==> config.mk <==
export PLATFORM = sky130hd
export DESIGN_NAME = chunk_pool_allocator_top
export DESIGN_NICKNAME = d
export VERILOG_FILES = /design/src/design/cpa_pkg.sv /design/src/design/chunk_pool_allocator_top.sv /design/src/design/cpa_ram.sv /design/src/design/cpa_datapath.sv /design/src/design/cpa_ctrl.sv
export VERILOG_INCLUDE_DIRS = /design/src /design/src/design
export SDC_FILE = /design/constraint.sdc
export NUM_CORES = 2
export LEC_CHECK = 0
export ABC_CLOCK_PERIOD_IN_PS = 7800
export BUFFER_PORTS_ARGS = -buffer_cell sky130_fd_sc_hd__buf_2
export CAP_MARGIN = 20
export CORE_MARGIN = 4
export CORE_UTILIZATION = 35
export CTS_CLUSTER_SIZE = 12
export DETAILED_ROUTE_END_ITERATION = 16
export PLACE_DENSITY = 0.53
export SYNTH_ARGS = -nofsm -noshare
export SYNTH_HDL_FRONTEND = slang
export SYNTH_HIERARCHICAL = 1
export SYNTH_SLANG_ARGS = --single-unit
==> constraint.sdc <==
create_clock -name clk_i -period 7.8 [get_ports clk_i]
set_input_delay 1.56 -clock clk_i [delete_from_list [all_inputs] [get_ports clk_i]]
set_output_delay 1.56 -clock clk_i [all_outputs]
set_load 0.02 [all_outputs]
==> src/design/chunk_pool_allocator_top_defines.svh <==
// ---------------------------------------------------------------------------
// Chunk pool allocator assertion macros
// Shared concurrent assertion forms, clocked on clk_i, off during reset.
// ---------------------------------------------------------------------------
`ifndef CHUNK_POOL_ALLOCATOR_TOP_DEFINES_SVH
`define CHUNK_POOL_ALLOCATOR_TOP_DEFINES_SVH

// Same-cycle implication.
`define CPA_ASSERT_SAME(lbl, ante, cons, msg) \
  lbl: assert property (@(posedge clk_i) disable iff (!rst_ni) (ante) |-> (cons)) \
    else $error(msg);

// Next-cycle implication.
`define CPA_ASSERT_NEXT(lbl, ante, cons, msg) \
  lbl: assert property (@(posedge clk_i) disable iff (!rst_ni) (ante) |=> (cons)) \
    else $error(msg);

`endif

==> src/design/cpa_pkg.sv <==
// ---------------------------------------------------------------------------
// Chunk pool allocator package
// Payload types, status codes and controller/datapath interface structs.
// ---------------------------------------------------------------------------
package cpa_pkg;

  localparam int unsigned CHUNKS_DEF = 256;
  localparam int unsigned CFG_W      = 17;
  localparam int unsigned REQ_W      = 24;
  localparam int unsigned NUM_W      = 25;  // numerator of the chunk-count division
  localparam int unsigned BYTES_W    = 25;
  localparam int unsigned HEAD_W     = 8;
  localparam int unsigned CNT_W      = 9;
  localparam int unsigned ADDR_W     = 3;

  localparam logic [CFG_W-1:0]  CHUNK_BYTES_RST = 17'd128;
  localparam logic [ADDR_W-1:0] REG_CHUNK_BYTES = 3'd0;

  localparam logic [1:0] ST_OK      = 2'd0;
  localparam logic [1:0] ST_NO_RUN  = 2'd1;
  localparam logic [1:0] ST_ZERO    = 2'd2;
  localparam logic [1:0] ST_NOT_ALC = 2'd3;

  localparam logic MODE_FREE = 1'b1;

  typedef struct packed {
    logic              mode;
    logic [REQ_W-1:0]  request_bytes;
    logic [HEAD_W-1:0] block_index;
  } cpa_in_t;

  typedef struct packed {
    logic [1:0]         status;
    logic [HEAD_W-1:0]  head_index;
    logic [BYTES_W-1:0] granted_bytes;
    logic [CNT_W-1:0]   used_chunks;
    logic [CNT_W-1:0]   live_blocks;
  } cpa_out_t;

  typedef enum logic [1:0] {
    SEL_CLR,
    SEL_P,
    SEL_Q,
    SEL_IDX
  } ram_sel_e;

  typedef struct packed {
    logic       load;
    logic       clr_step;
    logic       div_step;
    logic       load_p;
    logic       set_q;
    logic       inc_q;
    logic       adv;
    logic       adv_one;
    logic       we;
    ram_sel_e   sel;
    logic       wr_need;
    logic       grant;
    logic       free_upd;
    logic       emit;
    logic [1:0] status;
  } cpa_cmd_t;

  typedef struct packed {
    logic clr_last;
    logic div_last;
    logic mode;
    logic req_zero;
    logic idx_ok;
    logic too_big;
    logic rd_zero;
    logic fits;
    logic need_one;
    logic q_last;
    logic iter_last;
  } cpa_sts_t;

endpackage

==> src/design/chunk_pool_allocator_top.sv <==
// ---------------------------------------------------------------------------
// Chunk pool allocator
// Next-fit allocator over a fixed pool of equal chunks, command interface.
// ---------------------------------------------------------------------------
// A request beat is taken when start is high and busy is low; each one
// yields exactly one result beat on rsp_o, marked by done_o for a single
// cycle, and the receiver cannot stall it, so capture it when done_o is high.
// After reset the block sweeps its run-length RAM to zero with busy high.
// A zero-size request or a free of an invalid index is answered from the
// decode state; any other free goes on to a check of its head. An allocate
// runs a restoring divider to turn bytes into chunks, then walks the pool
// from the cursor, reading each candidate head and then each further chunk
// of the run, all through the single RAM port. Configure chunk_bytes only
// while busy is low and no result is pending.
// ---------------------------------------------------------------------------
module chunk_pool_allocator_top
  import cpa_pkg::*;
#(
  parameter int unsigned CHUNKS = CHUNKS_DEF
) (
  input  logic              clk_i,
  input  logic              rst_ni,
  // request beat
  input  logic              start,
  output logic              busy,
  input  cpa_in_t           req_i,
  // result beat
  output logic              done_o,
  output cpa_out_t          rsp_o,
  // configuration
  input  logic              psel,
  input  logic              penable,
  input  logic              pwrite,
  input  logic [ADDR_W-1:0] paddr,
  input  logic [31:0]       pwdata,
  output logic [31:0]       prdata,
  output logic              pready
);

`include "chunk_pool_allocator_top_defines.svh"

  logic [CFG_W-1:0] chunk_bytes_q;
  cpa_cmd_t         cmd;
  cpa_sts_t         sts;

  // Write chunk_bytes on the access phase; other addresses drop the beat.
  always_ff @(posedge clk_i or negedge rst_ni) begin
    if (!rst_ni) begin
      chunk_bytes_q <= CHUNK_BYTES_RST;
    end else if (psel && penable && pwrite && paddr == REG_CHUNK_BYTES) begin
      chunk_bytes_q <= pwdata[CFG_W-1:0];
    end
  end

  assign prdata = (paddr == REG_CHUNK_BYTES) ? 32'(chunk_bytes_q) : '0;
  assign pready = 1'b1;

  cpa_ctrl u_ctrl (
    .clk_i (clk_i),
    .rst_ni(rst_ni),
    .start_i(start),
    .sts_i (sts),
    .cmd_o (cmd),
    .busy_o(busy)
  );

  cpa_datapath #(.CHUNKS(CHUNKS)) u_dp (
    .clk_i        (clk_i),
    .rst_ni       (rst_ni),
    .req_i        (req_i),
    .chunk_bytes_i(chunk_bytes_q),
    .cmd_i        (cmd),
    .sts_o        (sts),
    .done_o       (done_o),
    .rsp_o        (rsp_o)
  );

  // An accepted beat always leaves the idle state.
  `CPA_ASSERT_NEXT(a_start_busy, start && !busy, busy, "accepted beat did not raise busy")
  // Results never come on back-to-back cycles.
  `CPA_ASSERT_NEXT(a_done_gap, done_o, !done_o, "result strobe held two cycles")
  // A failed request reports no block and no bytes.
  `CPA_ASSERT_SAME(a_fail_zero, done_o && rsp_o.status != ST_OK,
                   rsp_o.head_index == '0 && rsp_o.granted_bytes == '0,
                   "failed result carries a block")

endmodule

==> src/design/cpa_ram.sv <==
// ---------------------------------------------------------------------------
// Generic single-port RAM
// One write or read per cycle, registered read data.
// ---------------------------------------------------------------------------
module cpa_ram #(
  parameter int unsigned WIDTH = 8,
  parameter int unsigned DEPTH = 256
) (
  input  logic                     clk_i,
  input  logic                     we_i,
  input  logic [$clog2(DEPTH)-1:0] addr_i,
  input  logic [WIDTH-1:0]         wdata_i,
  output logic [WIDTH-1:0]         rdata_o
);

  logic [WIDTH-1:0] mem_q [DEPTH];
  logic [WIDTH-1:0] rdata_q;

  always_ff @(posedge clk_i) begin
    if (we_i) begin
      mem_q[addr_i] <= wdata_i;
    end
    rdata_q <= mem_q[addr_i];
  end

  assign rdata_o = rdata_q;

endmodule

==> src/design/cpa_datapath.sv <==
// ---------------------------------------------------------------------------
// Chunk pool allocator datapath
// Run-length RAM, search pointers, counters, chunk-count divider, result.
// ---------------------------------------------------------------------------
module cpa_datapath
  import cpa_pkg::*;
#(
  parameter int unsigned CHUNKS = CHUNKS_DEF
) (
  input  logic             clk_i,
  input  logic             rst_ni,
  input  cpa_in_t          req_i,
  input  logic [CFG_W-1:0] chunk_bytes_i,
  input  cpa_cmd_t         cmd_i,
  output cpa_sts_t         sts_o,
  output logic             done_o,
  output cpa_out_t         rsp_o
);

  localparam int unsigned IW = $clog2(CHUNKS);
  localparam int unsigned CW = $clog2(CHUNKS + 1);
  localparam int unsigned PW = CW + 1;
  localparam int unsigned DW = $clog2(NUM_W);

  logic [CFG_W-1:0] cb;
  assign cb = (chunk_bytes_i == '0) ? CFG_W'(1) : chunk_bytes_i;

  // latched request
  logic          mode_q, req_zero_q, idx_ok_q;
  logic [IW-1:0] idx_q;

  // divider: n_q shifts out numerator bits and in quotient bits
  logic [NUM_W-1:0] n_q, n_d;
  logic [CFG_W-1:0] rem_q, rem_d;
  logic [DW-1:0]    dcnt_q, dcnt_d;
  logic [CFG_W:0]   rem_sh;
  logic             ge;

  logic [IW-1:0] p_q, p_d, q_q, q_d, i_q, i_d, clr_q, clr_d, cur_q, cur_d;
  logic [CW-1:0] need_q, need_d, used_q, used_d, blk_q, blk_d;
  logic [CW-1:0] rd, skip;
  logic [PW-1:0] psum;

  logic [IW-1:0] ram_addr;
  logic [CW-1:0] ram_wdata;

  logic [CW+CFG_W-1:0] prod;
  logic [CW-1:0]       mop;

  logic     done_q;
  cpa_out_t rsp_q, rsp_d;

  cpa_ram #(.WIDTH(CW), .DEPTH(CHUNKS)) u_ram (
    .clk_i  (clk_i),
    .we_i   (cmd_i.we),
    .addr_i (ram_addr),
    .wdata_i(ram_wdata),
    .rdata_o(rd)
  );

  always_comb begin
    unique case (cmd_i.sel)
      SEL_CLR: ram_addr = clr_q;
      SEL_P:   ram_addr = p_q;
      SEL_Q:   ram_addr = q_q;
      SEL_IDX: ram_addr = idx_q;
      default: ram_addr = p_q;
    endcase
  end
  assign ram_wdata = cmd_i.wr_need ? need_q : '0;

  assign rem_sh = {rem_q, n_q[NUM_W-1]};
  assign ge     = rem_sh >= {1'b0, cb};
  assign skip   = (cmd_i.adv_one || rd == '0) ? CW'(1) : rd;
  assign psum   = PW'(p_q) + PW'(skip);
  assign mop    = cmd_i.grant ? need_q : rd;
  assign prod   = (CW+CFG_W)'(mop) * (CW+CFG_W)'(cb);

  always_comb begin
    n_d    = n_q;
    rem_d  = rem_q;
    dcnt_d = dcnt_q;
    p_d    = p_q;
    q_d    = q_q;
    i_d    = i_q;
    clr_d  = clr_q;
    cur_d  = cur_q;
    need_d = need_q;
    used_d = used_q;
    blk_d  = blk_q;
    if (cmd_i.load) begin
      n_d    = NUM_W'(req_i.request_bytes) + NUM_W'(cb) - NUM_W'(1);
      rem_d  = '0;
      dcnt_d = '0;
    end
    if (cmd_i.div_step) begin
      n_d    = {n_q[NUM_W-2:0], ge};
      rem_d  = ge ? CFG_W'(rem_sh - {1'b0, cb}) : CFG_W'(rem_sh);
      dcnt_d = dcnt_q + DW'(1);
    end
    if (cmd_i.clr_step) begin
      clr_d = clr_q + IW'(1);
    end
    if (cmd_i.load_p) begin
      p_d    = cur_q;
      i_d    = '0;
      need_d = CW'(n_q);
    end
    if (cmd_i.set_q) begin
      q_d = p_q + IW'(1);
    end
    if (cmd_i.inc_q) begin
      q_d = q_q + IW'(1);
    end
    if (cmd_i.adv) begin
      p_d = (psum >= PW'(CHUNKS)) ? '0 : IW'(psum);
      i_d = i_q + IW'(1);
    end
    if (cmd_i.grant) begin
      cur_d  = p_q;
      used_d = used_q + need_q;
      blk_d  = blk_q + CW'(1);
    end
    if (cmd_i.free_upd) begin
      used_d = (used_q >= rd) ? used_q - rd : '0;
      blk_d  = (blk_q != '0) ? blk_q - CW'(1) : '0;
    end
  end

  always_comb begin
    rsp_d             = '0;
    rsp_d.status      = cmd_i.status;
    rsp_d.used_chunks = CNT_W'(used_d);
    rsp_d.live_blocks = CNT_W'(blk_d);
    if (cmd_i.grant || cmd_i.free_upd) begin
      rsp_d.head_index    = cmd_i.grant ? HEAD_W'(p_q) : HEAD_W'(idx_q);
      rsp_d.granted_bytes = BYTES_W'(prod);
    end
  end

  always_ff @(posedge clk_i or negedge rst_ni) begin
    if (!rst_ni) begin
      clr_q  <= '0;
      cur_q  <= '0;
      used_q <= '0;
      blk_q  <= '0;
      done_q <= 1'b0;
    end else begin
      clr_q  <= clr_d;
      cur_q  <= cur_d;
      used_q <= used_d;
      blk_q  <= blk_d;
      done_q <= cmd_i.emit;
    end
  end

  always_ff @(posedge clk_i) begin
    if (cmd_i.load) begin
      mode_q     <= req_i.mode;
      req_zero_q <= req_i.request_bytes == '0;
      idx_ok_q   <= 32'(req_i.block_index) < CHUNKS;
      idx_q      <= IW'(req_i.block_index);
    end
    n_q    <= n_d;
    rem_q  <= rem_d;
    dcnt_q <= dcnt_d;
    p_q    <= p_d;
    q_q    <= q_d;
    i_q    <= i_d;
    need_q <= need_d;
    if (cmd_i.emit) begin
      rsp_q <= rsp_d;
    end
  end

  assign sts_o.clr_last  = clr_q == IW'(CHUNKS - 1);
  assign sts_o.div_last  = dcnt_q == DW'(NUM_W - 1);
  assign sts_o.mode      = mode_q;
  assign sts_o.req_zero  = req_zero_q;
  assign sts_o.idx_ok    = idx_ok_q;
  assign sts_o.too_big   = 32'(n_q) > CHUNKS;
  assign sts_o.rd_zero   = rd == '0;
  assign sts_o.fits      = PW'(p_q) + PW'(need_q) <= PW'(CHUNKS);
  assign sts_o.need_one  = need_q == CW'(1);
  assign sts_o.q_last    = PW'(q_q) + PW'(1) == PW'(p_q) + PW'(need_q);
  assign sts_o.iter_last = i_q == IW'(CHUNKS - 1);

  assign done_o = done_q;
  assign rsp_o  = rsp_q;

endmodule

==> src/design/cpa_ctrl.sv <==
// ---------------------------------------------------------------------------
// Chunk pool allocator controller
// Sequences clearing, division, next-fit search, grant and free.
// ---------------------------------------------------------------------------
module cpa_ctrl
  import cpa_pkg::*;
(
  input  logic     clk_i,
  input  logic     rst_ni,
  input  logic     start_i,
  input  cpa_sts_t sts_i,
  output cpa_cmd_t cmd_o,
  output logic     busy_o
);

  localparam logic [3:0] S_CLEAR = 4'd0;
  localparam logic [3:0] S_IDLE  = 4'd1;
  localparam logic [3:0] S_DEC   = 4'd2;
  localparam logic [3:0] S_DIV   = 4'd3;
  localparam logic [3:0] S_NEED  = 4'd4;
  localparam logic [3:0] S_RDP   = 4'd5;
  localparam logic [3:0] S_CHKP  = 4'd6;
  localparam logic [3:0] S_RDQ   = 4'd7;
  localparam logic [3:0] S_CHKQ  = 4'd8;
  localparam logic [3:0] S_GRANT = 4'd9;
  localparam logic [3:0] S_FCHK  = 4'd10;

  logic [3:0] state_q, state_d;

  always_comb begin
    state_d = state_q;
    cmd_o   = '0;
    cmd_o.sel = SEL_P;
    unique case (state_q)
      S_CLEAR: begin
        cmd_o.sel      = SEL_CLR;
        cmd_o.we       = 1'b1;
        cmd_o.clr_step = 1'b1;
        if (sts_i.clr_last) state_d = S_IDLE;
      end
      S_IDLE: begin
        if (start_i) begin
          cmd_o.load = 1'b1;
          state_d    = S_DEC;
        end
      end
      S_DEC: begin
        cmd_o.sel = SEL_IDX;
        if (sts_i.mode == MODE_FREE) begin
          if (sts_i.idx_ok) begin
            state_d = S_FCHK;
          end else begin
            cmd_o.emit   = 1'b1;
            cmd_o.status = ST_NOT_ALC;
            state_d      = S_IDLE;
          end
        end else if (sts_i.req_zero) begin
          cmd_o.emit   = 1'b1;
          cmd_o.status = ST_ZERO;
          state_d      = S_IDLE;
        end else begin
          state_d = S_DIV;
        end
      end
      S_DIV: begin
        cmd_o.div_step = 1'b1;
        if (sts_i.div_last) state_d = S_NEED;
      end
      S_NEED: begin
        if (sts_i.too_big) begin
          cmd_o.emit   = 1'b1;
          cmd_o.status = ST_NO_RUN;
          state_d      = S_IDLE;
        end else begin
          cmd_o.load_p = 1'b1;
          state_d      = S_RDP;
        end
      end
      S_RDP: begin
        state_d = S_CHKP;
      end
      S_CHKP: begin
        if (sts_i.rd_zero && sts_i.fits) begin
          if (sts_i.need_one) begin
            state_d = S_GRANT;
          end else begin
            cmd_o.set_q = 1'b1;
            state_d     = S_RDQ;
          end
        end else if (sts_i.iter_last) begin
          cmd_o.emit   = 1'b1;
          cmd_o.status = ST_NO_RUN;
          state_d      = S_IDLE;
        end else begin
          cmd_o.adv = 1'b1;
          state_d   = S_RDP;
        end
      end
      S_RDQ: begin
        cmd_o.sel = SEL_Q;
        state_d   = S_CHKQ;
      end
      S_CHKQ: begin
        if (!sts_i.rd_zero) begin
          if (sts_i.iter_last) begin
            cmd_o.emit   = 1'b1;
            cmd_o.status = ST_NO_RUN;
            state_d      = S_IDLE;
          end else begin
            cmd_o.adv     = 1'b1;
            cmd_o.adv_one = 1'b1;
            state_d       = S_RDP;
          end
        end else if (sts_i.q_last) begin
          state_d = S_GRANT;
        end else begin
          cmd_o.inc_q = 1'b1;
          state_d     = S_RDQ;
        end
      end
      S_GRANT: begin
        cmd_o.we      = 1'b1;
        cmd_o.wr_need = 1'b1;
        cmd_o.grant   = 1'b1;
        cmd_o.emit    = 1'b1;
        cmd_o.status  = ST_OK;
        state_d       = S_IDLE;
      end
      S_FCHK: begin
        cmd_o.sel  = SEL_IDX;
        cmd_o.emit = 1'b1;
        if (sts_i.rd_zero) begin
          cmd_o.status = ST_NOT_ALC;
        end else begin
          cmd_o.we       = 1'b1;
          cmd_o.free_upd = 1'b1;
          cmd_o.status   = ST_OK;
        end
        state_d = S_IDLE;
      end
      default: begin
        state_d = S_IDLE;
      end
    endcase
  end

  always_ff @(posedge clk_i or negedge rst_ni) begin
    if (!rst_ni) begin
      state_q <= S_CLEAR;
    end else begin
      state_q <= state_d;
    end
  end

  assign busy_o = state_q != S_IDLE;

endmodule

==> flow_metrics.env <==
export IMPL_status="finished clean"
export IMPL_area_delta_synth_final_pct=13.7
export IMPL_clk_latency_ns=0.90
export IMPL_r2r_start="u_ctrl/state_q[0]"
export IMPL_arrival_ns=7.53
export IMPL_core_mm2=0.301
export IMPL_ys_flop_type="edfxtp_1"
export IMPL_startpoint_type="flop"
export IMPL_die_area_mm2=0.311
export IMPL_hpwlAfterDp_um=165000
export IMPL_r2r_end="u_dp/rsp_o[42]"
export IMPL_wl_um=273000
export IMPL_die_w_um=558
export IMPL_holdCritPathClass="reg -> reg"
export IMPL_syn_avg_cell_area_um2=18.2
export IMPL_crit_path_frequent_cell="fa_1"
export IMPL_ioPinCount=162
export IMPL_yosysWarningCount=6
export IMPL_path_clk_slew_ns=0.06
export IMPL_ys_ff_latch=2512
export IMPL_yosysTopAreaCell="edfxtp_1"
export IMPL_wl_per_cell_um=26.6
export IMPL_initial_core_util_pct=35.2
export IMPL_ant_nets=0
export IMPL_synthArstFlopShare_pct=2.23
export IMPL_ir_worst_vdd_uv=347
export IMPL_route_met2_wl_um=131000
export IMPL_synth_edff_count=2447
export IMPL_slowest_delay_ns=0.77
export IMPL_fin_setup_tns_ns=0
export IMPL_slew_headroom_pct=15.4
export IMPL_cts_tree="done"
export IMPL_p_leak_nw=43.1
export IMPL_route_met3_wl_um=17500
export IMPL_hold_buffers=0
export IMPL_routed_top_layer="met4"
export IMPL_hold_path_depth=0
export IMPL_synth_most_common_cell="edfxtp_1"
export IMPL_p_per_area_mw_per_mm2=362
export IMPL_cp_max_fo=16
export IMPL_worstSetupPathType="reg -> reg"
export IMPL_critical_path_cell_chain="nor2b_4, and2_2, mux2i_2, nor2_1, fa_1, fa_1, fa_1, inv_1, fa_1, inv_1, ha_1, or4_1, o21ai_1, a211oi_1, o2111ai_1, a31oi_1, o41ai_1, xnor2_1, nor2_1"
export IMPL_row_count=201
export IMPL_cts_resized=0
export IMPL_drt_met1_wl_um=119000
export IMPL_finish_net_count=6443
export IMPL_slew_viol_final=0
export IMPL_cp_slowest_cell="mux2i_2"
export IMPL_rsz0062_at_grt="false"
export IMPL_drive_gt1_share_pct=21.3
export IMPL_r2r_slack_ns=0.88
export IMPL_netlist_area_leader_share_pct=69.4
export IMPL_synth_area_leaders="edfxtp_1 69%, mux4_2 12%, fa_1 2.1%"
export IMPL_numCtsBuffers=282
export IMPL_grt_ovfl_total=0
export IMPL_postCtsSetupBuffers=0
export IMPL_tightestPinTransition_ns=1.27
export IMPL_drt_iter0_markers=5397
export IMPL_cts_sinks=2512
export IMPL_grt_max_degree=222
export IMPL_cts_buffer_depth=4
export IMPL_cts_root_buf="clkbuf_16"
export IMPL_hold_viol=0
export IMPL_synth_area_mm2=0.106
export IMPL_grt_pass1_wl_um=400000
export IMPL_path_buf_inv=2
export IMPL_dieHeight_um=558
export IMPL_first_pass_iters=6
export IMPL_finalClockSkew_ns=0.0516
export IMPL_drc_errors=0
export IMPL_synth_common_cells="2447 x edfxtp_1, 584 x mux4_2, 422 x nor2_1, 290 x a22oi_1, 257 x inv_1"
export IMPL_fin_util_pct=40.1
export IMPL_gp_congestion=0.829
export IMPL_grt_pass1_vias=56900
export IMPL_clock_fmax_mhz=145
export IMPL_rr_worst_depth=19
export IMPL_track_usage_pct=17.3
export IMPL_setup_viol=0
export IMPL_portBuffers=130
export IMPL_vias=55600
export IMPL_h_tree_depth=5
export IMPL_setup_worst_path_end_class="flop"
export IMPL_cp_top_family="adder cells"
export IMPL_worst_ep_required_time_ns=8.41
export IMPL_yosysSeqAreaShare_pct=70.9
export IMPL_synthCells=5828
export IMPL_yosys_cell_types_count=93
export IMPL_fin_total_pwr_mw=43.5
export IMPL_antenna_found_initial=5
export IMPL_maxCapViolations=0
export IMPL_worstHoldStart="u_dp/n_q[6]"
export IMPL_fin_crit_sh_pct=88.7
export IMPL_vias_per_cell=5.40
export IMPL_hold_end="u_dp/need_q[6]"
export IMPL_fin_crit_ns=6.92
-- where the power goes --
part / switching [mW] / internal, mW / leakage (nW) / total (mW)
sequential: 0.277 / 15.2 / 27.0 / 15.5
clock: 5.29 / 7.01 / 4.11 / 12.3
combinational: 9.75 / 6.02 / 11.9 / 15.8
total: 15.3 / 28.2 / 43.1 / 43.5
-- metrics by stage --
stage	setup WS [ns]	hold WS [ns]	area (um2)	std cells
floorplan	1.48	0.445	106000	5842
global placement	0.851	0.475	112000	9776
detailed placement	0.862	0.470	112000	9780
CTS	0.857	0.484	120000	10300
global route	0.547	0.502	120000	10300
finish	0.880	0.479	120000	10300
-- cell usage in the layout, fill, tap and decap left out, types with 23 or more instances in the layout --
cell       Yosys  final
edfxtp_1    2447   2447
mux4_2       584    582
nor2_1       422    419
a22oi_1      290    290
clkbuf_16      0    285
inv_1        257    257
a21oi_1      204    204
nand2_1      194    192
buf_4         39    150
ha_1         143    143
buf_2         52    132
fa_1         111    111
clkbuf_1     197     74
xnor2_1       73     73
clkinv_1       1     64
o21ai_0       63     63
nor3_1        61     59
dfrtp_1       55     55
xor2_1        46     46
nand3_1       45     39
o41ai_1       38     35
nand2b_1      35     33
nor2b_1       37     33
and2_1        43     32
mux2i_1       29     26
buf_12         1     26
clkinv_2       0     25
o21ai_1       23     23
nand4_1       23     23
-- worst max-delay path by stage --
stage / from / to / slack, ns / cells after the start
after global placement: u_ctrl/state_q[1] / u_dp/rsp_o[42] / 0.85 / 20
after floorplan: u_ctrl/state_q[0] / u_dp/rsp_o[42] / 1.48 / 24
after global routing: u_ctrl/state_q[0] / u_dp/rsp_o[42] / 0.55 / 19
after detailed placement: u_ctrl/state_q[1] / u_dp/rsp_o[40] / 0.86 / 21
final: u_ctrl/state_q[0] / u_dp/rsp_o[42] / 0.88 / 19
after CTS: u_ctrl/state_q[1] / u_dp/rsp_o[40] / 0.86 / 21
-- final cells by class --
| type | count | area, um2 |
|---|---|---|
| diodes | 3 | 7.51 |
| fillers | 27000 | 180000 |
| clock buffers | 362 | 7450 |
| repair buffers | 317 | 2430 |
| clock inverters | 126 | 1010 |
| well taps | 3958 | 4950 |
| flip-flops and latches | 2512 | 75100 |
| inverters | 258 | 968 |
| multi-input cells | 2744 | 28500 |
-- cell families (layout without fill, tap and decap cells) --
family / after synthesis / count (layout) / synth area share, %
AOI/OAI and AO/OA: 766 / 766 / 4.86
buffers and inverters: 586 / 1063 / 2.36
and+or+nand+nor: 954 / 954 / 4.15
xor gates and xnor gates: 119 / 119 / 0.984
other: 3 / 20 / 0.0106
DFF: 2512 / 2512 / 70.9
muxes: 634 / 634 / 13.0
adders and majority gates: 254 / 254 / 3.79
-- routing by layer --
metal	global-route usage [%]	vias to the layer above
met5	0	-
met4	4.20	0
met3	2.94	364
met2	27.9	1740
met1	24.6	29700
li1	-	23800
-- flip-flops by register name (all words and copies together) (netlist names) --
register,flops
u_dp/u_ram/mem_q,2304
u_dp/mode_q,1
u_dp/rem_q,17
u_dp/idx_q,8
u_dp/clr_q,8
u_dp/need_q,9
u_dp/dcnt_q,5
chunk_bytes_q,17
u_dp/p_q,8
u_dp/i_q,8
u_dp/blk_q,9
u_dp/n_q,25
u_dp/rsp_o,53
u_dp/req_zero_q,1
u_dp/cur_q,8
u_dp/used_q,9
u_dp/q_q,8
u_dp/u_ram/rdata_o,9
u_dp/done_o,1
u_ctrl/state_q,4
No activity file was read; power rests on OpenSTA's default activity.
